$ cat src/design/rltt_pkg.sv
`default_nettype none
// ----------------------------------------------------------------------------
// rltt_pkg: redo log transaction tracker shared definitions
// Widths, codes, state encoding and the command/status structs passed
// between the controller, the datapath and the register block.
// ----------------------------------------------------------------------------
package rltt_pkg;

   localparam int LOG_ENTRIES = 30;
   localparam int IDX_W       = (LOG_ENTRIES > 1) ? $clog2(LOG_ENTRIES) : 1;

   localparam int CMD_W     = 2;
   localparam int BLK_W     = 32;
   localparam int STATUS_W  = 3;
   localparam int PHASE_W   = 2;
   localparam int COUNT_W   = 5;
   localparam int ACT_W     = 6;
   localparam int SMALL_W   = 5;
   localparam int PADDR_W   = 4;
   localparam int PDATA_W   = 32;
   localparam int NEED_W    = 13;

   typedef enum logic [CMD_W-1:0] {
      CMD_BEGIN = 2'd0,
      CMD_END   = 2'd1,
      CMD_WRITE = 2'd2
   } cmd_type;

   typedef enum logic [STATUS_W-1:0] {
      STATUS_OK        = 3'd0,
      STATUS_WAIT      = 3'd1,
      STATUS_TOO_BIG   = 3'd2,
      STATUS_OUTSIDE   = 3'd3,
      STATUS_UNMATCHED = 3'd4,
      STATUS_COMMIT    = 3'd5
   } status_type;

   typedef enum logic [PHASE_W-1:0] {
      PHASE_COPY    = 2'd0,
      PHASE_HEADER  = 2'd1,
      PHASE_INSTALL = 2'd2,
      PHASE_CLEAR   = 2'd3
   } phase_type;

   typedef enum logic [1:0] {
      REG_LOG_START  = 2'd0,
      REG_LOG_BLOCKS = 2'd1,
      REG_RESERVE    = 2'd2
   } reg_index_type;

   typedef enum logic [2:0] {
      OUT_SIMPLE,
      OUT_WRITE,
      OUT_COPY,
      OUT_HEADER,
      OUT_INSTALL,
      OUT_CLEAR
   } out_kind_type;

   typedef enum logic [3:0] {
      ST_IDLE,
      ST_RESP,
      ST_SEARCH,
      ST_WRITE,
      ST_WRESP,
      ST_COPY,
      ST_HEADER,
      ST_INSTALL,
      ST_CLEAR
   } state_type;

   typedef struct packed {
      logic [BLK_W-1:0]   log_start;
      logic [SMALL_W-1:0] log_blocks;
      logic [SMALL_W-1:0] reserve_per_op;
   } cfg_type;

   typedef struct packed {
      logic         act_inc;
      logic         act_dec;
      logic         blk_load;
      logic         idx_clr;
      logic         idx_inc;
      logic         new_set;
      logic         new_clr;
      logic         mem_we;
      logic         cnt_clr;
      logic         out_load;
      out_kind_type out_kind;
      status_type   out_status;
      logic         out_last;
   } dp_cmd_type;

   typedef struct packed {
      logic begin_ok;
      logic too_big;
      logic active_zero;
      logic active_one;
      logic count_zero;
      logic match;
      logic idx_last;
      logic out_free;
   } dp_stat_type;

endpackage
`default_nettype wire

$ cat src/design/redo_log_transaction_tracker_unit.sv
`default_nettype none
// ----------------------------------------------------------------------------
// redo_log_transaction_tracker_unit: redo log transaction tracker
// Write-ahead redo log bookkeeping with group commit: begin/end/write
// commands in, status items and commit step items out.
// ----------------------------------------------------------------------------
// One item is worked on at a time; req_stall is high until its last result
// has been loaded into the output register. Command 3 gives no result. An
// accepted write scans the table entries (up to the current entry count,
// at most 29); the single-port entry table scans one entry per cycle. A
// committing end emits 2c + 2 items for c logged entries, one per cycle
// while the output is not stalled. No clearing pass follows reset.
module redo_log_transaction_tracker_unit (
   input  wire logic                           clock,
   input  wire logic                           reset,
   input  wire logic                           req_valid,
   output logic                                req_stall,
   input  wire logic [rltt_pkg::CMD_W-1:0]     req_command,
   input  wire logic [rltt_pkg::BLK_W-1:0]     req_block_number,
   output logic                                rsp_valid,
   input  wire logic                           rsp_stall,
   output logic      [rltt_pkg::STATUS_W-1:0]  rsp_status,
   output logic      [rltt_pkg::PHASE_W-1:0]   rsp_phase,
   output logic      [rltt_pkg::BLK_W-1:0]     rsp_source_block,
   output logic      [rltt_pkg::BLK_W-1:0]     rsp_dest_block,
   output logic      [rltt_pkg::SMALL_W-1:0]   rsp_entry_index,
   output logic                                rsp_new_entry,
   output logic      [rltt_pkg::COUNT_W-1:0]   rsp_entry_count,
   output logic                                rsp_last,
   input  wire logic                           csr_psel,
   input  wire logic                           csr_penable,
   input  wire logic                           csr_pwrite,
   input  wire logic [rltt_pkg::PADDR_W-1:0]   csr_paddr,
   input  wire logic [rltt_pkg::PDATA_W-1:0]   csr_pwdata,
   output logic      [rltt_pkg::PDATA_W-1:0]   csr_prdata,
   output logic                                csr_pready
);

   rltt_pkg::cfg_type     cfg;
   rltt_pkg::dp_cmd_type  dp_cmd;
   rltt_pkg::dp_stat_type dp_stat;

   rltt_csr u_csr (
      .clock       (clock),
      .reset       (reset),
      .csr_psel    (csr_psel),
      .csr_penable (csr_penable),
      .csr_pwrite  (csr_pwrite),
      .csr_paddr   (csr_paddr),
      .csr_pwdata  (csr_pwdata),
      .csr_prdata  (csr_prdata),
      .csr_pready  (csr_pready),
      .cfg         (cfg)
   );

   rltt_ctrl u_ctrl (
      .clock       (clock),
      .reset       (reset),
      .req_valid   (req_valid),
      .req_command (req_command),
      .req_stall   (req_stall),
      .stat        (dp_stat),
      .cmd         (dp_cmd)
   );

   rltt_datapath u_datapath (
      .clock            (clock),
      .reset            (reset),
      .cfg              (cfg),
      .cmd              (dp_cmd),
      .req_block_number (req_block_number),
      .rsp_stall        (rsp_stall),
      .stat             (dp_stat),
      .rsp_valid        (rsp_valid),
      .rsp_status       (rsp_status),
      .rsp_phase        (rsp_phase),
      .rsp_source_block (rsp_source_block),
      .rsp_dest_block   (rsp_dest_block),
      .rsp_entry_index  (rsp_entry_index),
      .rsp_new_entry    (rsp_new_entry),
      .rsp_entry_count  (rsp_entry_count),
      .rsp_last         (rsp_last)
   );

endmodule
`default_nettype wire

$ cat src/design/rltt_csr.sv
`default_nettype none
// ----------------------------------------------------------------------------
// rltt_csr: configuration registers
// APB-style register block holding log start, log size and per-operation
// reservation.
// ----------------------------------------------------------------------------
module rltt_csr (
   input  wire logic                          clock,
   input  wire logic                          reset,
   input  wire logic                          csr_psel,
   input  wire logic                          csr_penable,
   input  wire logic                          csr_pwrite,
   input  wire logic [rltt_pkg::PADDR_W-1:0]  csr_paddr,
   input  wire logic [rltt_pkg::PDATA_W-1:0]  csr_pwdata,
   output logic      [rltt_pkg::PDATA_W-1:0]  csr_prdata,
   output logic                               csr_pready,
   output rltt_pkg::cfg_type                  cfg
);

   rltt_pkg::cfg_type       cfg_ff, cfg_in;
   rltt_pkg::reg_index_type reg_index;
   logic                    wr_en;

   assign reg_index  = rltt_pkg::reg_index_type'(csr_paddr[3:2]);
   assign wr_en      = csr_psel & csr_penable & csr_pwrite;
   assign csr_pready = 1'b1;
   assign cfg        = cfg_ff;

   always_comb begin
      cfg_in = cfg_ff;
      if (wr_en) begin
         unique case (reg_index)
            rltt_pkg::REG_LOG_START:  cfg_in.log_start = csr_pwdata;
            rltt_pkg::REG_LOG_BLOCKS:
               cfg_in.log_blocks = csr_pwdata[rltt_pkg::SMALL_W-1:0];
            rltt_pkg::REG_RESERVE:
               cfg_in.reserve_per_op = csr_pwdata[rltt_pkg::SMALL_W-1:0];
            default: cfg_in = cfg_ff;
         endcase
      end
   end

   always_comb begin
      unique case (reg_index)
         rltt_pkg::REG_LOG_START:  csr_prdata = cfg_ff.log_start;
         rltt_pkg::REG_LOG_BLOCKS:
            csr_prdata = rltt_pkg::PDATA_W'(cfg_ff.log_blocks);
         rltt_pkg::REG_RESERVE:
            csr_prdata = rltt_pkg::PDATA_W'(cfg_ff.reserve_per_op);
         default: csr_prdata = '0;
      endcase
   end

   always_ff @(posedge clock) begin
      if (reset) begin
         cfg_ff.log_start      <= rltt_pkg::BLK_W'(2);
         cfg_ff.log_blocks     <= rltt_pkg::SMALL_W'(31);
         cfg_ff.reserve_per_op <= rltt_pkg::SMALL_W'(10);
      end else begin
         cfg_ff <= cfg_in;
      end
   end

endmodule
`default_nettype wire

$ cat src/design/rltt_datapath.sv
`default_nettype none
// ----------------------------------------------------------------------------
// rltt_datapath: entry table, counters and result register
// Holds the logged block table, entry and active-operation counts, the
// scan index and the output item register.
// ----------------------------------------------------------------------------
module rltt_datapath (
   input  wire logic                           clock,
   input  wire logic                           reset,
   input  wire rltt_pkg::cfg_type              cfg,
   input  wire rltt_pkg::dp_cmd_type           cmd,
   input  wire logic [rltt_pkg::BLK_W-1:0]     req_block_number,
   input  wire logic                           rsp_stall,
   output rltt_pkg::dp_stat_type               stat,
   output logic                                rsp_valid,
   output logic      [rltt_pkg::STATUS_W-1:0]  rsp_status,
   output logic      [rltt_pkg::PHASE_W-1:0]   rsp_phase,
   output logic      [rltt_pkg::BLK_W-1:0]     rsp_source_block,
   output logic      [rltt_pkg::BLK_W-1:0]     rsp_dest_block,
   output logic      [rltt_pkg::SMALL_W-1:0]   rsp_entry_index,
   output logic                                rsp_new_entry,
   output logic      [rltt_pkg::COUNT_W-1:0]   rsp_entry_count,
   output logic                                rsp_last
);

   localparam logic [rltt_pkg::IDX_W-1:0] LAST_SLOT =
      rltt_pkg::IDX_W'(rltt_pkg::LOG_ENTRIES - 1);

   logic [rltt_pkg::BLK_W-1:0]    mem [rltt_pkg::LOG_ENTRIES];
   logic [rltt_pkg::BLK_W-1:0]    rd_data_ff;

   logic [rltt_pkg::ACT_W-1:0]    active_ff, active_in;
   logic [rltt_pkg::COUNT_W-1:0]  count_ff, count_in;
   logic [rltt_pkg::IDX_W-1:0]    idx_ff, idx_in;
   logic                          new_ff, new_in;
   logic [rltt_pkg::BLK_W-1:0]    blk_ff, blk_in;

   logic                          valid_ff, valid_in;
   logic [rltt_pkg::STATUS_W-1:0] status_ff, status_in;
   logic [rltt_pkg::PHASE_W-1:0]  phase_ff, phase_in;
   logic [rltt_pkg::BLK_W-1:0]    src_ff, src_in;
   logic [rltt_pkg::BLK_W-1:0]    dst_ff, dst_in;
   logic [rltt_pkg::SMALL_W-1:0]  eidx_ff, eidx_in;
   logic                          enew_ff, enew_in;
   logic [rltt_pkg::COUNT_W-1:0]  ecount_ff, ecount_in;
   logic                          last_ff, last_in;

   logic [rltt_pkg::ACT_W:0]      act_p1;
   logic [rltt_pkg::NEED_W-2:0]   reserved;
   logic [rltt_pkg::NEED_W-1:0]   need;
   logic [rltt_pkg::BLK_W-1:0]    slot_blk;

   // admission and size checks
   always_comb begin
      act_p1   = {1'b0, active_ff} + (rltt_pkg::ACT_W + 1)'(1);
      reserved = (rltt_pkg::NEED_W - 1)'(act_p1) *
                 (rltt_pkg::NEED_W - 1)'(cfg.reserve_per_op);
      need     = rltt_pkg::NEED_W'(reserved) + rltt_pkg::NEED_W'(count_ff);

      stat.begin_ok    = (active_ff != '1) &&
                         (need <= rltt_pkg::NEED_W'(rltt_pkg::LOG_ENTRIES));
      stat.too_big     = ((rltt_pkg::COUNT_W + 1)'(count_ff) >=
                          (rltt_pkg::COUNT_W + 1)'(rltt_pkg::LOG_ENTRIES)) ||
                         ((rltt_pkg::COUNT_W + 1)'(count_ff) +
                          (rltt_pkg::COUNT_W + 1)'(1) >=
                          (rltt_pkg::COUNT_W + 1)'(cfg.log_blocks));
      stat.active_zero = (active_ff == '0);
      stat.active_one  = (active_ff == rltt_pkg::ACT_W'(1));
      stat.count_zero  = (count_ff == '0);
      stat.match       = (rd_data_ff == blk_ff);
      stat.idx_last    = ((rltt_pkg::COUNT_W + 1)'(idx_ff) +
                          (rltt_pkg::COUNT_W + 1)'(1)) ==
                         (rltt_pkg::COUNT_W + 1)'(count_ff);
      stat.out_free    = !valid_ff || !rsp_stall;
   end

   // state counters
   always_comb begin
      active_in = active_ff;
      if (cmd.act_inc) begin
         active_in = active_ff + rltt_pkg::ACT_W'(1);
      end else if (cmd.act_dec) begin
         active_in = active_ff - rltt_pkg::ACT_W'(1);
      end

      count_in = count_ff;
      if (cmd.cnt_clr) begin
         count_in = '0;
      end else if (cmd.mem_we && new_ff) begin
         count_in = count_ff + rltt_pkg::COUNT_W'(1);
      end

      idx_in = idx_ff;
      if (cmd.idx_clr) begin
         idx_in = '0;
      end else if (cmd.idx_inc) begin
         idx_in = idx_ff + rltt_pkg::IDX_W'(1);
      end

      new_in = new_ff;
      if (cmd.new_set) begin
         new_in = 1'b1;
      end else if (cmd.new_clr) begin
         new_in = 1'b0;
      end

      blk_in = cmd.blk_load ? req_block_number : blk_ff;
   end

   // result item
   always_comb begin
      slot_blk  = cfg.log_start + rltt_pkg::BLK_W'(idx_ff) + rltt_pkg::BLK_W'(1);

      status_in = rltt_pkg::STATUS_COMMIT;
      phase_in  = rltt_pkg::PHASE_COPY;
      src_in    = '0;
      dst_in    = '0;
      eidx_in   = '0;
      enew_in   = 1'b0;
      ecount_in = count_ff;
      case (cmd.out_kind)
         rltt_pkg::OUT_SIMPLE: begin
            status_in = cmd.out_status;
         end
         rltt_pkg::OUT_WRITE: begin
            status_in = rltt_pkg::STATUS_OK;
            eidx_in   = rltt_pkg::SMALL_W'(idx_ff);
            enew_in   = new_ff;
         end
         rltt_pkg::OUT_COPY: begin
            src_in = rd_data_ff;
            dst_in = slot_blk;
         end
         rltt_pkg::OUT_HEADER: begin
            phase_in = rltt_pkg::PHASE_HEADER;
            dst_in   = cfg.log_start;
         end
         rltt_pkg::OUT_INSTALL: begin
            phase_in = rltt_pkg::PHASE_INSTALL;
            src_in   = slot_blk;
            dst_in   = rd_data_ff;
         end
         rltt_pkg::OUT_CLEAR: begin
            phase_in  = rltt_pkg::PHASE_CLEAR;
            dst_in    = cfg.log_start;
            ecount_in = '0;
         end
         default: begin
            status_in = cmd.out_status;
         end
      endcase
      last_in = cmd.out_last;

      valid_in = valid_ff;
      if (cmd.out_load) begin
         valid_in = 1'b1;
      end else if (!rsp_stall) begin
         valid_in = 1'b0;
      end
   end

   always_ff @(posedge clock) begin
      if (cmd.mem_we && (idx_ff <= LAST_SLOT)) begin
         mem[idx_ff] <= blk_ff;
      end
      if (idx_in <= LAST_SLOT) begin
         rd_data_ff <= mem[idx_in];
      end
   end

   always_ff @(posedge clock) begin
      if (reset) begin
         active_ff <= '0;
         count_ff  <= '0;
         valid_ff  <= 1'b0;
      end else begin
         active_ff <= active_in;
         count_ff  <= count_in;
         valid_ff  <= valid_in;
      end
   end

   always_ff @(posedge clock) begin
      idx_ff <= idx_in;
      new_ff <= new_in;
      blk_ff <= blk_in;
      if (cmd.out_load) begin
         status_ff <= status_in;
         phase_ff  <= phase_in;
         src_ff    <= src_in;
         dst_ff    <= dst_in;
         eidx_ff   <= eidx_in;
         enew_ff   <= enew_in;
         ecount_ff <= ecount_in;
         last_ff   <= last_in;
      end
   end

   assign rsp_valid        = valid_ff;
   assign rsp_status       = status_ff;
   assign rsp_phase        = phase_ff;
   assign rsp_source_block = src_ff;
   assign rsp_dest_block   = dst_ff;
   assign rsp_entry_index  = eidx_ff;
   assign rsp_new_entry    = enew_ff;
   assign rsp_entry_count  = ecount_ff;
   assign rsp_last         = last_ff;

endmodule
`default_nettype wire

$ cat src/design/rltt_ctrl.sv
`default_nettype none
// ----------------------------------------------------------------------------
// rltt_ctrl: transaction controller
// Decodes each item, steps the entry scan and the commit sequence, and
// hands result items to the datapath output register.
// ----------------------------------------------------------------------------
module rltt_ctrl (
   input  wire logic                        clock,
   input  wire logic                        reset,
   input  wire logic                        req_valid,
   input  wire logic [rltt_pkg::CMD_W-1:0]  req_command,
   output logic                             req_stall,
   input  wire rltt_pkg::dp_stat_type       stat,
   output rltt_pkg::dp_cmd_type             cmd
);

   rltt_pkg::state_type  state_ff, state_in;
   rltt_pkg::status_type status_ff, status_in;
   rltt_pkg::cmd_type    req_cmd;

   assign req_cmd   = rltt_pkg::cmd_type'(req_command);
   assign req_stall = (state_ff != rltt_pkg::ST_IDLE);

   always_comb begin
      state_in       = state_ff;
      status_in      = status_ff;
      cmd            = '0;
      cmd.out_kind   = rltt_pkg::OUT_SIMPLE;
      cmd.out_status = status_ff;

      unique case (state_ff)
         rltt_pkg::ST_IDLE: begin
            if (req_valid) begin
               case (req_cmd)
                  rltt_pkg::CMD_BEGIN: begin
                     state_in = rltt_pkg::ST_RESP;
                     if (stat.begin_ok) begin
                        cmd.act_inc = 1'b1;
                        status_in   = rltt_pkg::STATUS_OK;
                     end else begin
                        status_in = rltt_pkg::STATUS_WAIT;
                     end
                  end
                  rltt_pkg::CMD_END: begin
                     if (stat.active_zero) begin
                        state_in  = rltt_pkg::ST_RESP;
                        status_in = rltt_pkg::STATUS_UNMATCHED;
                     end else begin
                        cmd.act_dec = 1'b1;
                        if (stat.active_one && !stat.count_zero) begin
                           cmd.idx_clr = 1'b1;
                           state_in    = rltt_pkg::ST_COPY;
                        end else begin
                           state_in  = rltt_pkg::ST_RESP;
                           status_in = rltt_pkg::STATUS_OK;
                        end
                     end
                  end
                  rltt_pkg::CMD_WRITE: begin
                     if (stat.too_big) begin
                        state_in  = rltt_pkg::ST_RESP;
                        status_in = rltt_pkg::STATUS_TOO_BIG;
                     end else if (stat.active_zero) begin
                        state_in  = rltt_pkg::ST_RESP;
                        status_in = rltt_pkg::STATUS_OUTSIDE;
                     end else begin
                        cmd.blk_load = 1'b1;
                        cmd.idx_clr  = 1'b1;
                        if (stat.count_zero) begin
                           cmd.new_set = 1'b1;
                           state_in    = rltt_pkg::ST_WRITE;
                        end else begin
                           cmd.new_clr = 1'b1;
                           state_in    = rltt_pkg::ST_SEARCH;
                        end
                     end
                  end
                  default: state_in = rltt_pkg::ST_IDLE;
               endcase
            end
         end
         rltt_pkg::ST_RESP: begin
            if (stat.out_free) begin
               cmd.out_load = 1'b1;
               cmd.out_last = 1'b1;
               state_in     = rltt_pkg::ST_IDLE;
            end
         end
         rltt_pkg::ST_SEARCH: begin
            if (stat.match) begin
               state_in = rltt_pkg::ST_WRITE;
            end else if (stat.idx_last) begin
               cmd.idx_inc = 1'b1;
               cmd.new_set = 1'b1;
               state_in    = rltt_pkg::ST_WRITE;
            end else begin
               cmd.idx_inc = 1'b1;
            end
         end
         rltt_pkg::ST_WRITE: begin
            cmd.mem_we = 1'b1;
            state_in   = rltt_pkg::ST_WRESP;
         end
         rltt_pkg::ST_WRESP: begin
            cmd.out_kind = rltt_pkg::OUT_WRITE;
            if (stat.out_free) begin
               cmd.out_load = 1'b1;
               cmd.out_last = 1'b1;
               state_in     = rltt_pkg::ST_IDLE;
            end
         end
         rltt_pkg::ST_COPY: begin
            cmd.out_kind = rltt_pkg::OUT_COPY;
            if (stat.out_free) begin
               cmd.out_load = 1'b1;
               if (stat.idx_last) begin
                  cmd.idx_clr = 1'b1;
                  state_in    = rltt_pkg::ST_HEADER;
               end else begin
                  cmd.idx_inc = 1'b1;
               end
            end
         end
         rltt_pkg::ST_HEADER: begin
            cmd.out_kind = rltt_pkg::OUT_HEADER;
            if (stat.out_free) begin
               cmd.out_load = 1'b1;
               state_in     = rltt_pkg::ST_INSTALL;
            end
         end
         rltt_pkg::ST_INSTALL: begin
            cmd.out_kind = rltt_pkg::OUT_INSTALL;
            if (stat.out_free) begin
               cmd.out_load = 1'b1;
               if (stat.idx_last) begin
                  state_in = rltt_pkg::ST_CLEAR;
               end else begin
                  cmd.idx_inc = 1'b1;
               end
            end
         end
         rltt_pkg::ST_CLEAR: begin
            cmd.out_kind = rltt_pkg::OUT_CLEAR;
            if (stat.out_free) begin
               cmd.out_load = 1'b1;
               cmd.out_last = 1'b1;
               cmd.cnt_clr  = 1'b1;
               state_in     = rltt_pkg::ST_IDLE;
            end
         end
         default: state_in = rltt_pkg::ST_IDLE;
      endcase
   end

   always_ff @(posedge clock) begin
      if (reset) begin
         state_ff <= rltt_pkg::ST_IDLE;
      end else begin
         state_ff <= state_in;
      end
   end

   always_ff @(posedge clock) begin
      status_ff <= status_in;
   end

endmodule
`default_nettype wire

$ cat config.mk
export PLATFORM = sky130hd
export DESIGN_NAME = redo_log_transaction_tracker_unit
export DESIGN_NICKNAME = d
export VERILOG_FILES = /design/src/design/rltt_pkg.sv /design/src/design/redo_log_transaction_tracker_unit.sv /design/src/design/rltt_csr.sv /design/src/design/rltt_datapath.sv /design/src/design/rltt_ctrl.sv
export SDC_FILE = /design/constraint.sdc
export NUM_CORES = 1
export LEC_CHECK = 0
export BUFFER_PORTS_ARGS = -buffer_cell sky130_fd_sc_hd__buf_4
export CORE_ASPECT_RATIO = 0.7
export CORE_UTILIZATION = 30
export CTS_CLUSTER_DIAMETER = 40
export DETAILED_ROUTE_END_ITERATION = 7
export GPL_TIMING_DRIVEN = 0
export SLEW_MARGIN = 40
export SYNTH_ARGS = -nofsm -noshare
export SYNTH_HDL_FRONTEND = slang
export SYNTH_SLANG_ARGS = --single-unit
export TNS_END_PERCENT = 20
$ cat constraint.sdc
create_clock -name clock -period 6.1 [get_ports clock]
set_input_delay 0.305 -clock clock [delete_from_list [all_inputs] [get_ports clock]]
set_output_delay 0.305 -clock clock [all_outputs]
set_load 0.01 [all_outputs]
==> flow_summary_export.csv <==
group,metric,value,unit
routing,drtAntennaViolNets,1,
run_status,status,"complete, but fails checks",
layout,area_growth,21.6,%
power,switching_share,37.8,%
routing,drtIter0Drc,4796,
die,dieHeight,339,microns
synthesis,synth_commonest_cells,"edfxtp_1 (1108), nand2_1 (543), a21oi_1 (198), o22ai_1 (161), mux2i_1 (144)",
power,leakage,20.4,nW
routing,via_per_inst,5.27,
hold_path,hold-path-cell-count,2,
synthesis,synthMuxAreaShare,3.72,%
timing,setup_violations,0,
clock_tree,clock-root-buffer,"clkbuf_16",
timing,min_period_over_period,97.4,%
clock_tree,insertion_delay,0.74,ns
setup_path,cp-start-kind,"flip-flop",
timing,rsz0062_at_grt,"no",
setup_path,reg2reg_to,"u_datapath.rd_data_ff[2]",
power,combPwrFrac,35.1,%
clock_tree,postCtsSetupRepairBufs,0,
die,dieArea,164000,sq um
die,pin_count,193,
synthesis,synth-simple-area-share,8.71,%
run,cap_violations,0,
power,internal-power,16.2,mW
setup_path,cp_data_arrival_time,6.39,ns
hold_path,worstHoldStart,"req_valid",
clock_tree,numClockSinks,1172,
routing,drt-total-wl,151000,microns
synthesis,avgSynthCellArea,13.8,sq um
global_routing,first_global_vias,30938,
power,p_sw,9.85,mW
routing,avgRoutedWirePerCell,24.1,microns
layout,final_net_count,4190,
layout,layout-drive-gt1-share,15.4,%
timing,min_period,5.94,ns
synthesis,synthTopCellsByArea,"edfxtp_1 (68%), nand2_1 (4.2%), mux2i_1 (3.0%)",
timing,whs,0.0564,ns
hold_path,hp-class,"in -> reg",
synthesis,syn-instance-count,3540,
run_status,violations,"antenna rules",
layout,final_util,36.8,%
place,gp_congestion,0.907,
synthesis,yosysSeqAreaShare,70.9,%
setup_path,critical_path_peak_fanout,17,
place,portBuffers,188,
global_routing,grt_usage,17.9,%
place,place_area,54800,sq um
synthesis,synth_ff_type,"edfxtp_1",
routing,num_vias,33013,
synthesis,netlist-cell-type-count,66,
place,dp_hpwl,113000,microns
synthesis,synth_top_area_share,68.2,%
layout,fillers,15222,
global_routing,antenna_found_initial,1,
global_routing,overflow,0,
synthesis,synth_compound_area_share,10.6,%
power,seqPwrFrac,37.6,%
synthesis,ys_warn_count,0,
layout,final_design_area_no_fill,59300,sq um
timing,tns,0,ns
routing,drc,0,
power,peakVddDrop,0.000301,V
timing,worst_pin_slew,1.00,ns
setup_path,r2r_slack,0.16,ns
setup_path,regToRegStartpoint,"u_datapath.blk_ff[4]",
synthesis,ys_ff_latch,1172,
clock_tree,numCtsBuffers,112,
synthesis,syn_nets,3689,
synthesis,yosysMostFrequentCell,"edfxtp_1",
synthesis,synth-adder-area-share,2.17,%
setup_path,path_class,"reg -> reg",
synthesis,synth-xor-area-share,1.54,%
die,initial_core_util,30.3,%
die,die_w,484,microns
timing,hold_viol_final,0,
synthesis,yosysTopAreaCell,"edfxtp_1",
synthesis,synth_area,48800,sq um
synthesis,async_flop_share,0,%
timing,fmax,0.168,GHz
hold_path,min_to,"u_ctrl.status_ff[2]",
clock_tree,htree_levels,3,
clock_tree,path_clk_slew,0.07,ns
die,core,161000,sq um
global_routing,grt_pass1_wl,216000,microns
die,row_count,123,
clock_tree,cts_tree,"done",
timing,skew,0.0360,ns
global_routing,grt_max_degree,33,
power,powerDensity,439,nW/um^2
clock_tree,ctsLongestPathBuffers,3,
setup_path,crit_path_end_kind,"flip-flop",
synthesis,synth_top_family_by_area,"compound AO/OA/AOI/OAI gates",
timing,slew_headroom,32.5,%
setup_path,rr_worst_depth,15,
routing,dr.pass1.iters,6,
power,pwr-share-clk,27.3,%
setup_path,cp.required,6.54,ns
synthesis,synth-edff-count,1108,
timing,slew_violations,0,
logic make-up after synthesis:
group                      count (synthesis)
DFF                                     1172
and+or+nand+nor                          961
AOI/OAI and AO/OA                        790
buffers and inverters                    281
muxes                                    177
xor gates and xnor gates                  86
adders and majority gates                 72
other                                      1
placed cells by master (no fill, tap or decap), types with 16 or more instances in the layout:
cell type and count:
mux2i_1 144, inv_1 57, a22oi_1 33, nor2_4 27, a21oi_1 198, mux2_2 30, buf_1 25, and2_1 54
a211oi_1 63, buf_6 51, or3_1 36, fa_1 21, o21ai_0 82, dfxtp_1 64, buf_2 67, a21o_1 35
dlygate4sd3_1 71, a21boi_0 35, xnor2_1 65, clkbuf_1 152, xor2_1 19, edfxtp_1 1108, a311o_1 32, a31oi_1 36
and3_1 46, ha_1 51, buf_8 39, buf_4 200, nand2_1 543, nor2_1 109, clkinv_2 16, a211o_1 39
nor2b_1 16, o22ai_1 161, o31a_1 34, nand3_1 56, clkbuf_16 117
stage by stage:
step | cells | power [mW] | setup slack [ns]
final | 6264 | 26.0 | 0.157
after global routing | 6257 | 26.9 | 0.122
after CTS | 6254 | 25.8 | 0.0283
after detailed placement | 5978 | 18.7 | 0.0424
after global placement | 5853 | 18.5 | -1.18
after floorplan | 3540 | 14.7 | 1.19
final cells by class:
type | instances | area, sq um | share of cell area (%)
Antenna cell | 7 | 17.5 | 0.0295
Buffer | 222 | 931 | 1.57
Clock buffer | 146 | 3120 | 5.26
Clock inverter | 59 | 594 | 1.00
Inverter | 59 | 221 | 0.374
Multi-Input combinational cell | 2087 | 13400 | 22.6
Sequential cell | 1172 | 34600 | 58.3
Tap cell | 2125 | 2660 | 4.48
Timing Repair Buffer | 387 | 3820 | 6.44
timing repair:
item,4_1_cts,5_1_grt
hold buffers,71,0
hold endpoints to repair,76,0
resized for setup,0,6
endpoints found under the setup margin,0,64
power by group through the flow:
stage	logic, mW	registers (mW)	clock network, mW
2_1_floorplan	4.84	9.89	0
3_3_place_gp	8.46	10.0	0
3_5_place_dp	8.81	9.92	0
4_1_cts	8.89	9.75	7.17
5_1_grt	9.59	9.79	7.49
6_report	9.14	9.78	7.11
flip-flops by register name, summed over array words and instances (netlist names):
| signal | count |
|---|---|
| u_datapath.mem | 960 |
| u_csr.cfg | 42 |
| u_datapath.blk_ff | 32 |
| u_datapath.rd_data_ff | 32 |
| u_datapath.rsp_dest_block | 32 |
| u_datapath.rsp_source_block | 32 |
| u_datapath.active_ff | 6 |
| u_datapath.count_ff | 5 |
| u_datapath.idx_ff | 5 |
| u_datapath.rsp_entry_count | 5 |
| u_datapath.rsp_entry_index | 5 |
| u_ctrl.state_ff | 4 |
| u_ctrl.status_ff | 3 |
| u_datapath.rsp_status | 3 |
| u_datapath.rsp_phase | 2 |
| u_datapath.new_ff | 1 |
| u_datapath.rsp_last | 1 |
| u_datapath.rsp_new_entry | 1 |
| u_datapath.rsp_valid | 1 |
critical path, stage by stage (launching register included):
cell and delay [ns]:
edfxtp_1 0.42, buf_6 0.19, buf_6 0.17, xnor2_1 0.59
nand4_1 0.26, nor4_4 0.65, a21oi_1 0.35, o21ai_4 0.46
and2_1 0.19, clkbuf_1 0.18, buf_2 0.50, buf_2 0.44
mux2i_1 0.31, o21ai_0 0.10, or3_1 0.45, a211o_1 0.38
layer usage:
layer	part of all wire [%]	global-route usage (%)	up-vias
li1	-	-	14396
met1	46	27.7	16572
met2	38	23.2	1838
met3	14	6.62	205
met4	1.9	3.83	2
met5	0.0086	0	-
how the worst max path moves through the flow:
stage | start | end | slack [ns] | cells past startpoint
2_1_floorplan | u_ctrl.state_ff[3] | u_datapath.rsp_dest_block[0] | 1.19 | 5
3_3_place_gp | u_datapath.blk_ff[9] | u_datapath.rd_data_ff[7] | -1.18 | 10
3_5_place_dp | u_datapath.blk_ff[5] | u_datapath.rd_data_ff[2] | 0.04 | 15
4_1_cts | u_datapath.blk_ff[5] | u_datapath.rd_data_ff[2] | 0.03 | 15
5_1_grt | u_datapath.blk_ff[4] | u_datapath.rd_data_ff[3] | 0.12 | 15
6_report | u_datapath.blk_ff[4] | u_datapath.rd_data_ff[2] | 0.16 | 15
Note: power is estimated with default switching activity, not from simulation.
